**src/rtl/cds_pkg.sv**
```systemverilog
package cds_pkg;

  // Width of the millisecond time base
  localparam int unsigned TimeW = 32;

  // Command codes carried in the operation field
  localparam logic OpTick  = 1'b0;
  localparam logic OpStart = 1'b1;

  // Configuration register indexes
  typedef enum logic [1:0] {
    CfgOvrEnable = 2'd0,
    CfgOvrType   = 2'd1,
    CfgTimeout   = 2'd2,
    CfgRetryLim  = 2'd3
  } cfg_idx_e;

  // Error event codes
  localparam logic [1:0] EvNone    = 2'd0;
  localparam logic [1:0] EvTimeout = 2'd1;
  localparam logic [1:0] EvRange   = 2'd2;
  localparam logic [1:0] EvCal     = 2'd3;

  // Material codes
  localparam logic [2:0] MatUnknown = 3'd0;
  localparam logic [2:0] MatPlastic = 3'd1;
  localparam logic [2:0] MatPaper   = 3'd2;
  localparam logic [2:0] MatInvalid = 3'd3;

  // Reset values of the configuration registers
  localparam logic [15:0] TimeoutRst  = 16'd2000;
  localparam logic [2:0]  RetryLimRst = 3'd3;

  // Acceptance window for the latched readings
  localparam logic [15:0] WeightMin = 16'd10;
  localparam logic [15:0] WeightMax = 16'd500;
  localparam logic [7:0]  HeightMin = 8'd50;
  localparam logic [7:0]  HeightMax = 8'd200;
  localparam logic [7:0]  DiamMin   = 8'd50;
  localparam logic [7:0]  DiamMax   = 8'd120;

  // Classification thresholds
  localparam logic [6:0] PlasticTranspMin = 7'd70;
  localparam logic [6:0] PlasticMoistMax  = 7'd20;
  localparam logic [6:0] PaperTranspMax   = 7'd30;
  localparam logic [6:0] PaperMoistMin    = 7'd40;

  // One input item
  typedef struct packed {
    logic             operation;
    logic [TimeW-1:0] now_ms;
    logic             cup_present;
    logic             calibration_ok;
    logic             measurements_done;
    logic [12:0]      weight_reading;
    logic [7:0]       height_mm;
    logic [7:0]       diameter_mm;
    logic [6:0]       transparency_pct;
    logic [6:0]       moisture_pct;
  } in_item_t;

  // One result item
  typedef struct packed {
    logic [2:0]  phase;
    logic        detect_status;
    logic        start_refused;
    logic [1:0]  error_event;
    logic [2:0]  material;
    logic [15:0] weight_tenths;
    logic [7:0]  height_out;
    logic [7:0]  diameter_out;
    logic [6:0]  transparency_out;
    logic [6:0]  moisture_out;
  } res_item_t;

  // Latched measurement set
  typedef struct packed {
    logic [15:0] weight;
    logic [7:0]  height;
    logic [7:0]  diameter;
    logic [6:0]  transparency;
    logic [6:0]  moisture;
  } meas_t;

  // Verdict of the analysis logic
  typedef struct packed {
    logic       in_range;
    logic [2:0] material;
  } verdict_t;

endpackage

```
**src/rtl/cds_analyze.sv**
```systemverilog
module cds_analyze (
  input  cds_pkg::meas_t    meas_i,
  input  logic              ovr_enable_i,
  input  logic [2:0]        ovr_type_i,
  output cds_pkg::verdict_t verdict_o
);

  logic weight_ok;
  logic height_ok;
  logic diam_ok;
  logic [2:0] class_mat;

  // Range window on the three dimensions
  assign weight_ok = (meas_i.weight >= cds_pkg::WeightMin) &&
                     (meas_i.weight <= cds_pkg::WeightMax);
  assign height_ok = (meas_i.height >= cds_pkg::HeightMin) &&
                     (meas_i.height <= cds_pkg::HeightMax);
  assign diam_ok   = (meas_i.diameter >= cds_pkg::DiamMin) &&
                     (meas_i.diameter <= cds_pkg::DiamMax);

  // Material from transparency and moisture; plastic is checked first
  always_comb begin
    if ((meas_i.transparency > cds_pkg::PlasticTranspMin) &&
        (meas_i.moisture < cds_pkg::PlasticMoistMax)) begin
      class_mat = cds_pkg::MatPlastic;
    end else if ((meas_i.transparency < cds_pkg::PaperTranspMax) &&
                 (meas_i.moisture > cds_pkg::PaperMoistMin)) begin
      class_mat = cds_pkg::MatPaper;
    end else begin
      class_mat = cds_pkg::MatInvalid;
    end
  end

  assign verdict_o.in_range = weight_ok && height_ok && diam_ok;
  assign verdict_o.material = ovr_enable_i ? ovr_type_i : class_mat;

endmodule

```
**src/rtl/cup_detection_sequencer.sv**
```systemverilog
// Channel  | Direction | Handshake                 | Payload
// in       | input     | in_valid_i / in_stall_o   | in_data_i  (cds_pkg::in_item_t)
// out      | output    | out_valid_o / out_stall_i | out_data_o (cds_pkg::res_item_t)
// cfg      | input     | cfg_valid_i / cfg_ready_o | cfg_index_i, cfg_data_i
//
// The phase update is a single pass of compares and a small adder from the
// input port into the sequencer state and the output buffer, so one item is
// taken per clock while in_stall_o is low.
// Every item gives exactly one result, registered in the output buffer.
// A two-entry output buffer (result register plus skid) keeps the input open
// while a result waits; in_stall_o rises only when both entries are full.
// Reset is asynchronous, active low, and leaves calibration pending.
module cup_detection_sequencer (
  input  logic               clk_i,
  input  logic               rst_ni,
  input  logic               in_valid_i,
  output logic               in_stall_o,
  input  cds_pkg::in_item_t  in_data_i,
  output logic               out_valid_o,
  input  logic               out_stall_i,
  output cds_pkg::res_item_t out_data_o,
  input  logic               cfg_valid_i,
  output logic               cfg_ready_o,
  input  cds_pkg::cfg_idx_e  cfg_index_i,
  input  logic [15:0]        cfg_data_i
);

  typedef enum logic [2:0] {
    PhIdle    = 3'd0,
    PhCheck   = 3'd1,
    PhMeasure = 3'd2,
    PhAnalyze = 3'd3,
    PhDone    = 3'd4,
    PhError   = 3'd5
  } phase_e;

  // Configuration registers
  logic        ovr_en_q;
  logic [2:0]  ovr_type_q;
  logic [15:0] timeout_q;
  logic [2:0]  retry_lim_q;

  // Sequencer state
  phase_e                    phase_q, phase_d;
  logic                      status_q, status_d;
  logic                      cal_pend_q, cal_pend_d;
  logic [cds_pkg::TimeW-1:0] start_q, start_d;
  logic [2:0]                retry_q, retry_d;
  cds_pkg::meas_t            meas_q, meas_d;
  logic [2:0]                mat_q, mat_d;

  // Output buffer
  logic               out_vld_q, out_vld_d;
  logic               skid_vld_q, skid_vld_d;
  cds_pkg::res_item_t out_q, out_d;
  cds_pkg::res_item_t skid_q, skid_d;

  logic                      in_acc;
  logic                      out_fire;
  logic                      refused;
  logic [1:0]                event_code;
  logic [cds_pkg::TimeW-1:0] elapsed;
  logic [16:0]               weight_x10;
  logic [15:0]               weight_sat;
  cds_pkg::verdict_t         verdict;
  cds_pkg::res_item_t        res;

  assign in_acc      = in_valid_i && !in_stall_o;
  assign out_fire    = out_vld_q && !out_stall_i;
  assign in_stall_o  = skid_vld_q;
  assign cfg_ready_o = 1'b1;
  assign out_valid_o = out_vld_q;
  assign out_data_o  = out_q;

  // Range check and classification on the latched readings
  cds_analyze u_analyze (
    .meas_i       (meas_q),
    .ovr_enable_i (ovr_en_q),
    .ovr_type_i   (ovr_type_q),
    .verdict_o    (verdict)
  );

  // Elapsed time wraps with the time base
  assign elapsed = in_data_i.now_ms - start_q;

  // Weight times ten as 8w + 2w, saturated to 16 bits
  assign weight_x10 = {in_data_i.weight_reading, 3'b000} +
                      {3'b000, in_data_i.weight_reading, 1'b0};
  assign weight_sat = weight_x10[16] ? 16'hFFFF : weight_x10[15:0];

  // Next state for the item on the input port
  always_comb begin
    phase_d    = phase_q;
    status_d   = status_q;
    cal_pend_d = cal_pend_q;
    start_d    = start_q;
    retry_d    = retry_q;
    meas_d     = meas_q;
    mat_d      = mat_q;
    refused    = 1'b0;
    event_code = cds_pkg::EvNone;
    if (in_data_i.operation == cds_pkg::OpStart) begin
      if (phase_q == PhIdle || phase_q == PhDone || phase_q == PhError) begin
        phase_d  = PhCheck;
        status_d = 1'b0;
        retry_d  = '0;
        meas_d   = '0;
        mat_d    = cds_pkg::MatUnknown;
      end else begin
        refused = 1'b1;
      end
    end else if (cal_pend_q) begin
      if (in_data_i.calibration_ok) begin
        cal_pend_d = 1'b0;
      end else begin
        event_code = cds_pkg::EvCal;
      end
    end else begin
      unique case (phase_q)
        PhCheck: begin
          if (in_data_i.cup_present) begin
            phase_d = PhMeasure;
            start_d = in_data_i.now_ms;
          end else begin
            phase_d = PhIdle;
          end
        end
        PhMeasure: begin
          if (elapsed > cds_pkg::TimeW'(timeout_q)) begin
            status_d   = 1'b1;
            phase_d    = PhError;
            event_code = cds_pkg::EvTimeout;
          end else begin
            meas_d.weight       = weight_sat;
            meas_d.height       = in_data_i.height_mm;
            meas_d.diameter     = in_data_i.diameter_mm;
            meas_d.transparency = in_data_i.transparency_pct;
            meas_d.moisture     = in_data_i.moisture_pct;
            if (in_data_i.measurements_done) begin
              phase_d = PhAnalyze;
            end
          end
        end
        PhAnalyze: begin
          if (!verdict.in_range) begin
            if (retry_q < retry_lim_q) begin
              retry_d = retry_q + 3'd1;
              phase_d = PhMeasure;
            end else begin
              status_d   = 1'b1;
              phase_d    = PhError;
              event_code = cds_pkg::EvRange;
            end
          end else begin
            mat_d   = verdict.material;
            phase_d = PhDone;
          end
        end
        default: begin
        end
      endcase
    end
  end

  // Result built from the state after the step
  always_comb begin
    res.phase            = phase_d;
    res.detect_status    = status_d;
    res.start_refused    = refused;
    res.error_event      = event_code;
    res.material         = mat_d;
    res.weight_tenths    = meas_d.weight;
    res.height_out       = meas_d.height;
    res.diameter_out     = meas_d.diameter;
    res.transparency_out = meas_d.transparency;
    res.moisture_out     = meas_d.moisture;
  end

  // Output buffer: the skid entry drains into the result register first
  always_comb begin
    out_vld_d  = out_vld_q;
    skid_vld_d = skid_vld_q;
    out_d      = out_q;
    skid_d     = skid_q;
    if (out_fire) begin
      if (skid_vld_q) begin
        out_d      = skid_q;
        skid_vld_d = in_acc;
        skid_d     = res;
      end else begin
        out_vld_d = in_acc;
        out_d     = res;
      end
    end else if (out_vld_q) begin
      if (in_acc) begin
        skid_vld_d = 1'b1;
        skid_d     = res;
      end
    end else if (in_acc) begin
      out_vld_d = 1'b1;
      out_d     = res;
    end
  end

  // State, configuration and output registers
  always_ff @(posedge clk_i or negedge rst_ni) begin
    if (!rst_ni) begin
      ovr_en_q    <= 1'b0;
      ovr_type_q  <= '0;
      timeout_q   <= cds_pkg::TimeoutRst;
      retry_lim_q <= cds_pkg::RetryLimRst;
      phase_q     <= PhIdle;
      status_q    <= 1'b0;
      cal_pend_q  <= 1'b1;
      start_q     <= '0;
      retry_q     <= '0;
      meas_q      <= '0;
      mat_q       <= cds_pkg::MatUnknown;
      out_vld_q   <= 1'b0;
      skid_vld_q  <= 1'b0;
      out_q       <= '0;
      skid_q      <= '0;
    end else begin
      if (cfg_valid_i && cfg_ready_o) begin
        unique case (cfg_index_i)
          cds_pkg::CfgOvrEnable: ovr_en_q    <= cfg_data_i[0];
          cds_pkg::CfgOvrType:   ovr_type_q  <= cfg_data_i[2:0];
          cds_pkg::CfgTimeout:   timeout_q   <= cfg_data_i;
          cds_pkg::CfgRetryLim:  retry_lim_q <= cfg_data_i[2:0];
          default: begin
          end
        endcase
      end
      if (in_acc) begin
        phase_q    <= phase_d;
        status_q   <= status_d;
        cal_pend_q <= cal_pend_d;
        start_q    <= start_d;
        retry_q    <= retry_d;
        meas_q     <= meas_d;
        mat_q      <= mat_d;
      end
      out_vld_q  <= out_vld_d;
      skid_vld_q <= skid_vld_d;
      out_q      <= out_d;
      skid_q     <= skid_d;
    end
  end

`ifndef ASSERT_OFF
  // The skid entry is only ever used behind a full result register
  a_skid_behind_out: assert property (@(posedge clk_i) disable iff (!rst_ni)
    skid_vld_q |-> out_vld_q)
    else $error("skid entry valid with empty result register");

  // An accepted start from a resting phase always lands in checking
  a_start_to_check: assert property (@(posedge clk_i) disable iff (!rst_ni)
    in_acc && (in_data_i.operation == cds_pkg::OpStart) &&
    (phase_q == PhIdle || phase_q == PhDone || phase_q == PhError)
    |=> phase_q == PhCheck)
    else $error("start did not move the sequencer to checking");

  // Calibration is only cleared by an accepted item
  a_cal_clear: assert property (@(posedge clk_i) disable iff (!rst_ni)
    $fell(cal_pend_q) |-> $past(in_acc))
    else $error("calibration cleared without a transfer");

  // A refused start leaves the phase untouched
  a_refuse_hold: assert property (@(posedge clk_i) disable iff (!rst_ni)
    in_acc && refused |=> phase_q == $past(phase_q))
    else $error("refused start changed the phase");
`endif

endmodule
```
**config.mk**
```make
export PLATFORM = sky130hd
export DESIGN_NAME = cup_detection_sequencer
export DESIGN_NICKNAME = d
export VERILOG_FILES = /design/src/rtl/cds_pkg.sv /design/src/rtl/cds_analyze.sv /design/src/rtl/cup_detection_sequencer.sv
export SDC_FILE = /design/constraint.sdc
export NUM_CORES = 1
export LEC_CHECK = 0
export BUFFER_PORTS_ARGS = -buffer_cell sky130_fd_sc_hd__buf_2
export CELL_PAD_IN_SITES_DETAIL_PLACEMENT = 2
export CELL_PAD_IN_SITES_GLOBAL_PLACEMENT = 2
export CORE_MARGIN = 3
export CORE_UTILIZATION = 36
export CTS_CLUSTER_DIAMETER = 120
export DETAILED_ROUTE_END_ITERATION = 8
export GPL_TIMING_DRIVEN = 0
export PLACE_DENSITY = 0.86
export SYNTH_ARGS = -nofsm -noshare
export SYNTH_HDL_FRONTEND = slang
export SYNTH_SLANG_ARGS = --single-unit
```
**constraint.sdc**
```tcl
create_clock -name clk_i -period 5.73 [get_ports clk_i]
set_clock_uncertainty 0.15 [all_clocks]
set_input_delay 1.146 -clock clk_i [delete_from_list [all_inputs] [get_ports clk_i]]
set_output_delay 1.146 -clock clk_i [all_outputs]
set_load 0.005 [all_outputs]
```
==> flow_summary_export.csv <==
group,metric,value,unit
floorplanning,dieArea,39350,sq um
worst_setup_path,path_cells,"buf_2 -> ha_1 -> a21o_1 -> a21oi_2 -> nand2_1 -> nand3_1 -> nand2_1 -> a21o_1 -> a21oi_1 -> xnor2_1 -> ha_1 -> a21oi_1 -> o21ai_0 -> a21oi_1 -> o211ai_1 -> a211oi_2 -> o2111a_1 -> and4_4 -> nand4_1 -> buf_4 -> buf_4 -> a31oi_1 -> a31oi_1",
logic_synthesis,syn-cell-area,13320,sq um
logic_synthesis,ys_top_cells_by_area,"dfrtp_1, a31oi_1, ha_1",
worst_hold_path,min_from,"out_data_o[46]$_DFFE_PN0P_",
logic_synthesis,synth_top_area_share,40.76,%
routing,routed-wl-met2,28630,um
worst_setup_path,worst_r2r_endpoint,"out_data_o[36]$_DFFE_PN0P_",
routing,m1WireLength,24360,um
floorplanning,ios,161,
routing,dr_wl_met3,2717,um
clock_network,cts_sinks,226,
layout,fin_cells,2162,
layout,fin_util,44.22,%
power,vdd_drop_max,265.9,uV
layout,drive_gt1_share,19.54,%
logic_synthesis,async_reset_ff_share,100.0,%
flow_run,drv_cap,0,
logic_synthesis,netlist_instances,1484,
grt,track_usage,29.06,%
worst_setup_path,critPathMostFrequentCell,"a21oi_1",
sta,tightest_slew,1333,ps
layout,fillers,3901,
worst_setup_path,crit_path_max_fanout,6,
placement,placed_cells,2105,
sta,slew_headroom,10.78,%
placement,place_ws,-1632,ps
routing,routed.top_layer,"met4",
power,p_leak,6.813,nW
sta,final_hold_viol_count,0,
sta,tns,0,ps
sta,finalSetupViolCount,0,
sta,setup_ws,91.75,ps
floorplanning,placementRows,69,
logic_synthesis,synthDistinctLibCells,68,
floorplanning,coreArea,36000,sq um
grt,grt.overflow.total,0,
placement,hpwl,39730,um
run_status,run_status,"completed",
logic_synthesis,synth.avg_cell_area,8.977,sq um
power,power_density,612.6,nW/um^2
logic_synthesis,ys_seq_area_share,42.54,%
grt,antenna_found_initial,2,
floorplanning,fp.dieW,198.4,um
logic_synthesis,ys.flop_type,"dfrtp_1",
worst_setup_path,start_kind,"primary input",
logic_synthesis,ys_ff_latch,226,
layout,multi_input_area,7123,sq um
logic_synthesis,yosys_warnings,0,
routing,via_per_inst,6.279,
worst_setup_path,cp.arrival,5910,ps
sta,period_share,98.40,%
placement,gp_congestion,0.8764,
worst_hold_path,worstHoldEndpoint,"out_data_o[46]$_DFFE_PN0P_",
worst_setup_path,r2r_slack,360,ps
clock_network,htree_levels,1,
clock_network,hold_buffers,0,
floorplanning,start_util,37.00,%
worst_setup_path,crit_required,6000,ps
logic_synthesis,syn_nets,1649,
clock_network,numCtsBuffers,27,
layout,mostFrequentLayoutCells,"dfrtp_1, buf_2, a31oi_1, nand2_1, nor2_1",
worst_setup_path,path_class,"primary input to flip-flop",
worst_setup_path,crit_path_end_kind,"flip-flop",
floorplanning,fp.dieH,198.4,um
worst_hold_path,worstHoldPathCells,1,
worst_setup_path,reg2reg_depth,23,
layout,mostFrequentLayoutCell,"dfrtp_1",
sta,rsz0062_at_grt,"yes",
placement,io_buffers,159,
layout,ff_latch_area,5667,sq um
sta,slew_viol_final,0,
logic_synthesis,synth_edf_count,0,
sta,fmax,0.1774,GHz
worst_setup_path,r2r_start,"start_q[3]$_DFFE_PN0P_",
worst_hold_path,hp-class,"flip-flop to flip-flop",
grt,grt_pass1_wl,89960,um
routing,wl_per_cell,27.00,um
layout,syn_to_final_growth,19.51,%
grt,grt_max_degree,122,
sta,period_needed,5638,ps
worst_setup_path,critical-path-slowest-cell,"ha_1",
routing,vias,13576,
routing,totalWireLength,58370,um
routing,drt_iter0_drc,869,
layout,nNetsFinal,1843,
clock_network,clk_pin_slew,60,ps
clock_network,cts-root-buf,"clkbuf_16",
clock_network,clk_latency,580,ps
routing,drt_pre_antenna_iters,6,
routing,ant_nets,0,
clock_network,cts_tree,"done",
worst_setup_path,cp_slowest_stage_delay,400,ps
clock_network,cts_buffer_depth,3,
grt,grt_pass1_vias,15214,
routing,drcViolationCount,0,
logic_synthesis,synth_top_area_cell,"dfrtp_1",
-- how the worst max path moves through the flow --
stage / start / endpoint / cells after the start
after floorplan: in_data_i[49] / meas_q[40]$_DFFE_PN0P_ / 19
after global placement: in_data_i[49] / skid_q[33]$_DFFE_PN0P_ / 20
after detailed placement: in_data_i[49] / skid_q[45]$_DFFE_PN0P_ / 20
after CTS: in_data_i[46] / out_data_o[26]$_DFFE_PN0P_ / 22
after global routing: in_data_i[46] / skid_q[41]$_DFFE_PN0P_ / 22
final: in_data_i[49] / out_data_o[36]$_DFFE_PN0P_ / 23
-- per-stage QoR --
step | cell area (sq um) | power [mW] | hold slack, ps
floorplan | 13320 | 5.688 | 294.7
global placement | 14690 | 7.019 | 306.9
detailed placement | 14730 | 7.420 | 315.1
CTS | 15750 | 9.588 | 330.3
global route | 15920 | 10.33 | 369.0
finish | 15920 | 9.752 | 332.4
-- logic make-up after synthesis --
kind of cell | Yosys count | synth area share (%)
simple gates | 412 | 13.84
mux | 63 | 5.250
other cells | 1 | 0.02815
fa+ha+maj | 63 | 6.030
compound gates | 513 | 25.00
buf+inv | 172 | 5.072
flops | 226 | 42.54
xor+xnor | 34 | 2.235
-- cell type report --
cell class	count	area share, %
Antenna cell	2	0.03144
Buffer	96	2.704
Clock buffer	40	5.116
Clock inverter	10	0.8802
Inverter	74	1.745
Multi-Input combinational cell	1086	44.74
Sequential cell	226	35.59
Tap cell	461	3.623
Timing Repair Buffer	167	5.564
-- state kept, by name (all words and copies together) (netlist names) --
name / cells
start_q: 32
retry_lim_q: 3
mat_q: 3
status_q: 1
meas_q: 46
skid_q: 56
retry_q: 3
timeout_q: 16
ovr_type_q: 3
in_stall_o: 1
out_data_o: 56
out_valid_o: 1
phase_q: 3
ovr_en_q: 1
cal_pend_q: 1
-- worst max-delay path, delay by kind of cell --
family                   cells  cell delay [ps]
XOR/XNOR                     1              190
buffers and inverters        3              480
AND/OR/NAND/NOR              5              800
AO/OA/AOI/OAI               12             2570
adder cells (fa/ha/maj)      2              700
-- cell usage after synthesis, drive strengths merged, types with 3 or more instances --
master and number:
o211ai 23, o21bai 4, inv 73, dfrtp 217, nand3b 4, a31oi 175, nand4 15, o2111ai 4
a222oi 4, o311ai 4, mux2i 8, a22o 4, a211oi 12, clkbuf 79, nor2b 10, nand3 20
dfstp 9, a21o 13, o211a 4, mux2 55, a41oi 34, xnor2 20, nor2 138, o21a 6
nand2 148, and4 4, o21ai 66, xor2 14, o31a 3, a21oi 80, o22ai 48, buf 19
a21boi 3, and3 3, or2 7, o31ai 7, ha 61, and2 19, nor3 22, nor4 9
nand2b 9
-- repair_timing --
| action | CTS | global route |
|---|---|---|
| setup endpoints to repair | 152 | 149 |
| hold endpoints to repair | 0 | 0 |
| setup buffers | 3 | 4 |
| pin swaps | 5 | 15 |
| resized for setup | 14 | 35 |
-- metal layers --
layer	vias to the layer above	global-route usage, %
met2	431	49.86
met3	168	4.152
met4	0	13.34
li1	5909	-
met1	7068	36.26
met5	-	0
-- power breakdown --
| group | leakage (nW) | internal (mW) | switching (mW) |
|---|---|---|---|
| clock network | 0.478 | 1.12 | 0.759 |
| logic | 3.66 | 1.73 | 3.19 |
| registers | 2.68 | 2.32 | 0.639 |
| total | 6.81 | 5.16 | 4.59 |
No activity file was read; power rests on OpenSTA's default activity.
